**src/mbe_pkg.sv**
```systemverilog
// Shared types, constants and widths for the escape-time iteration block.
package mbe_pkg;

    localparam int FRAC_BITS = 28;
    localparam int C_W       = 32;
    localparam int CNT_W     = 16;
    localparam int Z_W       = ((FRAC_BITS + 3 > C_W) ? FRAC_BITS + 3 : C_W) + 1;
    localparam int P_W       = 2 * Z_W;
    localparam int ESC_SHIFT = 2 * FRAC_BITS + 2;

    localparam logic [CNT_W-1:0] LIMIT_RESET = CNT_W'(1000);
    localparam logic [P_W:0]     ESC_THR     = (P_W + 1)'(1) << ESC_SHIFT;

    typedef enum logic [2:0] {
        ST_IDLE,
        ST_STEP,
        ST_MUL,
        ST_TEST,
        ST_EMIT
    } state_t;

    typedef struct packed {
        logic start;
        logic step;
        logic mul;
        logic incr;
        logic emit;
    } cmd_t;

    typedef struct packed {
        logic limit_at_start;
        logic escape;
        logic at_limit;
        logic out_free;
    } stat_t;

endpackage

```
**src/mbe_ctrl.sv**
```systemverilog
// Sequencer for one point: start, z update, squaring, escape test, result load.
module mbe_ctrl import mbe_pkg::*; (
    input  logic   aclk,
    input  logic   aresetn,
    input  logic   s_tvalid,
    output logic   s_tready,
    input  stat_t  stat,
    output cmd_t   cmd
);

    state_t state_reg;
    state_t state_next;

    always_ff @(posedge aclk) begin
        if (!aresetn) begin
            state_reg <= ST_IDLE;
        end else begin
            state_reg <= state_next;
        end
    end

    always_comb begin
        state_next = state_reg;
        cmd        = '0;
        s_tready   = 1'b0;
        unique case (state_reg)
            ST_IDLE: begin
                s_tready = 1'b1;
                if (s_tvalid) begin
                    cmd.start  = 1'b1;
                    state_next = stat.limit_at_start ? ST_EMIT : ST_STEP;
                end
            end
            ST_STEP: begin
                cmd.step   = 1'b1;
                state_next = ST_MUL;
            end
            ST_MUL: begin
                cmd.mul    = 1'b1;
                state_next = ST_TEST;
            end
            ST_TEST: begin
                if (stat.escape) begin
                    state_next = ST_EMIT;
                end else begin
                    cmd.incr   = 1'b1;
                    state_next = stat.at_limit ? ST_EMIT : ST_STEP;
                end
            end
            ST_EMIT: begin
                if (stat.out_free) begin
                    cmd.emit   = 1'b1;
                    state_next = ST_IDLE;
                end
            end
            default: begin
                state_next = ST_IDLE;
            end
        endcase
    end

endmodule

```
**config.mk**
```make
export PLATFORM = sky130hd
export DESIGN_NAME = mbe_ctrl
export DESIGN_NICKNAME = d
export VERILOG_FILES = /design/src/mbe_pkg.sv /design/src/mbe_ctrl.sv
export SDC_FILE = /design/constraint.sdc
export NUM_CORES = 1
export LEC_CHECK = 0
export BUFFER_PORTS_ARGS = -buffer_cell sky130_fd_sc_hd__buf_4
export CORE_AREA = 10 10 47 49
export CTS_CLUSTER_SIZE = 14
export DETAILED_ROUTE_END_ITERATION = 16
export DIE_AREA = 0 0 57 59
export GPL_TIMING_DRIVEN = 0
export PLACE_DENSITY = 0.47
export SKIP_LAST_GASP = 1
export SLEW_MARGIN = 20
export SYNTH_ARGS = -nofsm -noshare
export SYNTH_HDL_FRONTEND = slang
export SYNTH_SLANG_ARGS = --single-unit
export TNS_END_PERCENT = 20
```
**constraint.sdc**
```tcl
create_clock -name aclk -period 2 [get_ports aclk]
set_clock_uncertainty 0.15 [all_clocks]
set_input_delay 0.1 -clock aclk [delete_from_list [all_inputs] [get_ports aclk]]
set_output_delay 0.1 -clock aclk [all_outputs]
set_load 0.005 [all_outputs]
```
* Word level (Yosys, flattened, before mapping)
Cells that the tools add are included.
** Cells by class
- Equality and inequality tests :: 6
- Mux-type cells :: 15
- Reductions and logical operators :: 2
** Operators with widths (number)
- 3-bit two-way mux :: 5
- 3-bit one-hot mux with 5 select lines :: 1
- 1-bit two-way mux :: 9
- 3-bit by 2-bit equality test with 1-bit output (second input constant) :: 2
- 2-bit != test (second input constant) :: 2
- 3-bit by 1-bit equality test with 1-bit output (second input constant) :: 1
- 3-bit equality test (second input constant) :: 1
- 3-bit logical NOT :: 1
- 2-bit AND reduction :: 1
** Word-level totals
- Output and inout port bits :: 6
- Register bits :: 3

* Longest topological paths before layout
Gate-level depths: netlist of run 1.
- Depth in word-level cells :: 3
- Mapped depth :: 3
- Gate-level depth less buffers :: 2

* Worst setup path after synthesis of run 1
Ideal clock, no wire load.
- Kind :: register to register
- Start point :: register state_reg[1]
- End point :: register state_reg[0]
- Setup time :: 0.086 ns
- Arrival :: 0.959 ns
- Stages on the path, launching flop included :: 4
- Period minus slack after synthesis :: 1.196 ns
- Setup slack :: 0.804 ns
- Cell sequence :: dfxtp_1 > buf_6 > or3b_1 > a221oi_2
** On the way
- Cells in the longest elaborated chain, start to end :: 3
** Ends and longest elaborated chain
- start: declaration :: RTL line mbe_ctrl.sv:11 : state_t state_reg;
- start signal: assignment :: RTL line mbe_ctrl.sv:18 : state_reg <= state_next;
- 3-bit equality test / 3-bit logical NOT (equally long branches) :: RTL line mbe_ctrl.sv:26 : unique case (state_reg)
- 2-bit != test (no line)
- 2-bit AND reduction (no line)
Parallel ways exist; a longest one is shown, timed or not.
A chain may end at the register's enable or synchronous reset.

* Worst setup path in the final report of run 1
- Start point :: register state_reg[0]
- End point :: register state_reg[2]
The elaborated chain is that of the path after synthesis.

==> impl_metrics.py, run 1 <==
metrics = {
    "worst_setup_path": {
        "crit_path_start_kind": "register",
        "crit_start": "state_reg[0]",
        "reg2reg_from": "state_reg[0]",
        "cp.arrival_ns": 1.70,
        "worstRegToRegCells": 4,
        "worst_r2r_endpoint": "state_reg[2]",
        "cp_max_fo": 10,
        "worst-endpoint-required_ns": 1.97,
        "r2r_slack_ns": 0.27,
        "crit_type": "reg2reg",
        "endpoint_kind": "register",
    },
    "power_and_ir_drop": {
        "pwr_density_cell_nw_per_um2": 685,
        "internal-power_mw": 0.184,
        "p_sw_frac": 0.270,
        "p_seq_frac": 0.265,
        "irDropWorstVdd_v": 0.000195,
        "p_clk_frac": 0.433,
        "p_comb_frac": 0.301,
        "p_switching_mw": 0.0679,
        "p_leak_nw": 0.174,
        "p_total_mw": 0.252,
    },
    "synth": {
        "synthDominantCellAreaShare": 0.284,
        "synth_cell_type_count": 19,
        "synth_seq_cells": 3,
        "ys.flop_type": "dfxtp_1",
        "syn_avg_cell_area_um2": 8.81,
        "syn-instance-count": 24,
        "synth_area_um2": 211,
        "synth-edff-count": 0,
        "synth_top_cell_by_area": "dfxtp_1",
        "yosysWarnings": 0,
        "synth_common_cells": "3 x dfxtp_1, 3 x nor3_1, 2 x nand2b_1",
        "synth_nets": 31,
        "yosys-top-cells-area": "dfxtp_1 28%, nor3_1 7.1%, a221oi_2 7.1%, nand2b_1 5.9%, buf_6 5.3%",
        "async_flop_share": 0,
        "yosysSeqAreaShare": 0.284,
    },
    "layout": {
        "largest_reg_flops": 3,
        "drive_above_1_share": 0.429,
        "fin_nets": 50,
        "syn_to_final_growth_pct": 74.0,
        "antennaDiodeCount": 0,
    },
    "clock_network": {
        "cts_tree": "yes",
        "htreeDepth": 1,
        "clkTransAtPathRegs_ns": 0.04,
        "cts_buffer_depth": 2,
        "cts_resized": 0,
        "post-cts-setup-buffers": 0,
        "cts_made_buffers": 3,
        "cts_root_buffer": "clkbuf_4",
        "cts_num_sinks": 3,
        "clk_latency_ns": 0.24,
    },
    "grt": {
        "grt_pass1_wl_mm": 1.10,
        "met3_usage": 0.0129,
        "grt.overflow.total": 0,
        "grt_max_degree": 11,
        "top_usage_layer": "met2",
        "grtUsageTotal": 0.0436,
        "met2_usage": 0.0651,
        "grt_use_met1": 0.0415,
        "antenna_found_initial": 0,
        "grt_pass1_vias": 276,
    },
    "timing": {
        "fmax_mhz": 578,
        "tightestPinTransition_ns": 0.309,
        "timing.slew.headroom": 0.794,
        "rsz0062_at_grt": "false",
        "min_period_over_period": 0.865,
        "fin_ws_ns": 0.270,
        "drv_slew": 0,
        "setup_viol": 0,
        "hold_viol": 0,
        "final.min_clock_period_ns": 1.73,
        "timing.setup.tns_ns": 0,
    },
    "die": {
        "core-area_um2": 1400,
        "num_rows": 14,
        "fp.dieH_um": 59,
        "die-area_um2": 3360,
        "die_w_um": 57,
        "start_util": 0.151,
        "ios": 13,
    },
    "worst_hold_path": {
        "min_path_cells": 3,
        "min_to": "state_reg[0]",
        "worstHoldPathType": "in2reg",
        "hold_start": "stat[1]",
    },
    "drt": {
        "first_pass_iters": 2,
        "drt.antenna.violating_nets": 0,
        "via_count": 242,
        "vias_per_cell": 4.17,
        "wl_per_cell_um": 11.0,
        "finalWirelength_um": 637,
        "drt_iter0_markers": 3,
        "drc": 0,
    },
    "placed_design": {
        "place_ws_ns": 0.760,
        "finalWeightedCongestion": 0.666,
        "port_buffers": 12,
    },
    "job": {
        "drv_cap": 0,
    },
    "run_status": {
        "status": "finished, final reports clean",
    },
}
-- cell families (layout without fill, tap and decap cells) --
| group | count (synthesis) | count (layout) | share of synthesized area |
|---|---|---|---|
| flops | 3 | 3 | 0.284 |
| compound gates | 4 | 4 | 0.201 |
| simple gates | 12 | 12 | 0.361 |
| buf+inv | 4 | 22 | 0.112 |
| xor+xnor | 1 | 1 | 0.0414 |
-- cells in the final DEF, fill, tap and decap left out, drive strengths merged --
cell,count
nor3b,1
a221oi,1
nor4bb,1
inv,1
nand2,1
buf,14
and2,1
xnor2,1
nor3,3
dfxtp,3
o311a,1
or3b,1
clkbuf,5
dlygate4sd3,2
nor2,1
nor4b,1
o211a,1
nand2b,2
o31ai,1
-- cell type report --
type	instances	area, µm²
fillers	170	1030
multi-input cells	17	128
repair buffers	14	110
flip-flops and latches	3	60.1
clock buffers	4	26.3
plain buffers	3	20.0
well taps	16	20.0
inverters	1	3.75
-- critical path, stage by stage (launching register included) --
cell and delay [ns]:
dfxtp_1 0.29, buf_2 0.20, nor4bb_1 0.08, o311a_1 0.33, dlygate4sd3_1 0.56
-- how the worst max path moves through the flow --
| stage | slack, ns | end |
|---|---|---|
| after CTS | 0.29 | state_reg[2] |
| after global routing | 0.19 | state_reg[2] |
| after floorplan | 0.80 | state_reg[0] |
| after detailed placement | 0.76 | state_reg[0] |
| after global placement | 0.76 | state_reg[0] |
| final | 0.27 | state_reg[2] |
-- metal layers --
metal  wire length [µm]  vias to the layer above
met4                 34                        0
met5                  0                        -
met2                309                       10
met1                248                      105
met3                 44                        4
li1                   -                      123
-- repair_timing --
action / 4_1_cts / 5_1_grt
endpoints found under the hold margin: 1 / 0
endpoints found under the setup margin: 0 / 0
hold buffers: 2 / 0
-- per-stage QoR --
step / hold slack (ns) / utilization / cell area (µm²) / cells
global route: 0.0218 / 0.263 / 368 / 58
global placement: 0.218 / 0.229 / 322 / 52
finish: 0.00236 / 0.263 / 368 / 58
detailed placement: 0.214 / 0.229 / 322 / 52
floorplan: 0.0855 / - / 211 / 24
CTS: 0.000306 / 0.263 / 368 / 58
-- power by group through the flow --
stage | logic, mW | registers, mW | clock network, mW
2_1_floorplan | 0.0391 | 0.0677 | 0
6_report | 0.0759 | 0.0669 | 0.109
5_1_grt | 0.0853 | 0.0675 | 0.115
4_1_cts | 0.0771 | 0.0670 | 0.112
3_3_place_gp | 0.0732 | 0.0677 | 0
3_5_place_dp | 0.0730 | 0.0679 | 0
No activity file was read; power rests on OpenSTA's default activity.
==> run 2, diff against run 1 <==
GPL_TIMING_DRIVEN = not set   (was 0)
REMOVE_ABC_BUFFERS = 1   (was not set)
SKIP_LAST_GASP = not set   (was 1)
==> impl_metrics.py, run 2 (synthesis gave the netlist of run 1 again) <==
metrics = {
    "run_status": {
        "status": "finished, final reports clean",
    },
    "worst_setup_path": {
        "cp_top_family": "buffers and inverters",
        "worst-endpoint-required_ns": 1.96,
        "crit_type": "reg2reg",
        "worstRegToRegCells": 3,
        "r2r_slack_ns": 0.21,
        "worst_r2r_endpoint": "state_reg[2]",
        "worst_path_max_delay_cell": "dlygate4sd3_1",
        "cp.arrival_ns": 1.75,
        "crit_path_start_kind": "register",
        "cp_max_fo": 10,
        "endpoint": "state_reg[2]",
        "endpoint_kind": "register",
        "crit_start": "state_reg[0]",
        "path_buf_inv": 1,
        "cpPeakStageDelay_ns": 0.56,
        "path_cells": "nor4bb_1 -> o311a_1 -> dlygate4sd3_1",
        "reg2reg_from": "state_reg[0]",
        "critical_path_cell_count": 3,
    },
    "die": {
        "fp.dieH_um": 59,
        "die-area_um2": 3360,
        "die_w_um": 57,
        "num_rows": 14,
        "ios": 13,
        "core-area_um2": 1400,
        "start_util": 0.151,
    },
    "drt": {
        "finalWirelength_um": 622,
        "via_count": 223,
        "wl_per_cell_um": 11.3,
        "first_pass_iters": 2,
        "drc": 0,
        "vias_per_cell": 4.05,
        "drt_iter0_markers": 3,
        "drt.antenna.violating_nets": 0,
    },
    "layout": {
        "fill_cells": 173,
        "syn_to_final_growth_pct": 64.5,
        "final_common_cell": "buf_4",
        "fin_util": 0.248,
        "drive_above_1_share": 0.410,
        "largest_reg_flops": 3,
        "final_cells": 55,
        "layout_common_cells": "12 x buf_4, 3 x nor3_1, 3 x clkbuf_4, 3 x dfxtp_1",
        "antennaDiodeCount": 0,
        "fin_nets": 47,
    },
    "clock_network": {
        "clkTransAtPathRegs_ns": 0.04,
        "post-cts-setup-buffers": 0,
        "cts_num_sinks": 3,
        "cts_buffer_depth": 2,
        "cts_made_buffers": 3,
        "clk_latency_ns": 0.23,
        "cts_tree": "yes",
        "htreeDepth": 1,
        "cts_root_buffer": "clkbuf_4",
        "cts_resized": 0,
    },
    "timing": {
        "drv_slew": 0,
        "timing.slew.headroom": 0.768,
        "setup_viol": 0,
        "hold_viol": 0,
        "fmax_mhz": 559,
        "min_period_over_period": 0.894,
        "fin_ws_ns": 0.211,
        "tightestPinTransition_ns": 0.347,
        "timing.setup.tns_ns": 0,
        "final.min_clock_period_ns": 1.79,
        "rsz0062_at_grt": "false",
    },
    "placed_design": {
        "hpwlAfterDp_um": 495,
        "place_ws_ns": 0.701,
        "finalWeightedCongestion": 0.642,
        "port_buffers": 12,
        "dp_cells": 49,
    },
    "power_and_ir_drop": {
        "p_leak_nw": 0.161,
        "pwr_density_cell_nw_per_um2": 696,
        "irDropWorstVdd_v": 0.000210,
        "p_total_mw": 0.242,
    },
    "grt": {
        "antenna_found_initial": 0,
        "grt_pass1_vias": 245,
        "grt.overflow.total": 0,
        "grt_max_degree": 11,
        "grtUsageTotal": 0.0432,
        "grt_pass1_wl_mm": 1.07,
    },
    "worst_hold_path": {
        "worstHoldPathType": "in2reg",
        "hold_start": "stat[1]",
    },
    "job": {
        "drv_cap": 0,
    },
}
run 2: worst min-delay path by stage:
stage,to,slack [ns],depth (start not counted)
2_1_floorplan,cmd[1],0.09,1
3_3_place_gp,state_reg[2],0.22,2
3_5_place_dp,state_reg[2],0.22,2
4_1_cts,state_reg[0],0.005,3
5_1_grt,state_reg[0],0.003,3
6_report,state_reg[0],0.01,3
run 2: area by class of cell:
| cell class | instances | area, µm² | share of cell area |
|---|---|---|---|
| sequential | 3 | 60.1 | 0.173 |
| clock buffer | 4 | 26.3 | 0.0755 |
| tap | 16 | 20.0 | 0.0576 |
| inverter | 1 | 3.75 | 0.0108 |
| multi-input combinational | 17 | 128 | 0.367 |
| timing repair buffer | 14 | 110 | 0.317 |
run 2: power by group:
group	switching, mW	total, mW	internal (mW)
sequential	0.0125	0.0782	0.0657
clock	0.0305	0.105	0.0747
combinational	0.0202	0.0586	0.0384
run 2: per-stage QoR:
| step | hold WS [ns] | instance area, µm² |
|---|---|---|
| floorplan | 0.0855 | 191 |
| global placement | 0.223 | 302 |
| detailed placement | 0.222 | 302 |
| CTS | 0.00522 | 348 |
| global route | 0.00255 | 348 |
| finish | 0.0148 | 348 |
run 2: worst min-delay path: cells and delay by family:
kind / cells / cell delay (ns)
AO/OA/AOI/OAI: 1 / 0.05
buffers and inverters: 1 / 0.08
AND/OR/NAND/NOR: 1 / 0.11
run 2: timing repair:
action | 4_1_cts | 5_1_grt
endpoints found under the hold margin | 1 | 0
hold buffers | 2 | 0
setup endpoints to repair | 0 | 0
run 2: per-layer routing:
layer  share of wire  track usage  vias up
met3            0.15       0.0472        0
met4               0       0.0302        0
met1            0.50       0.0463       93
met2            0.35       0.0465       11
met5               0            0        -
li1                -            -      119
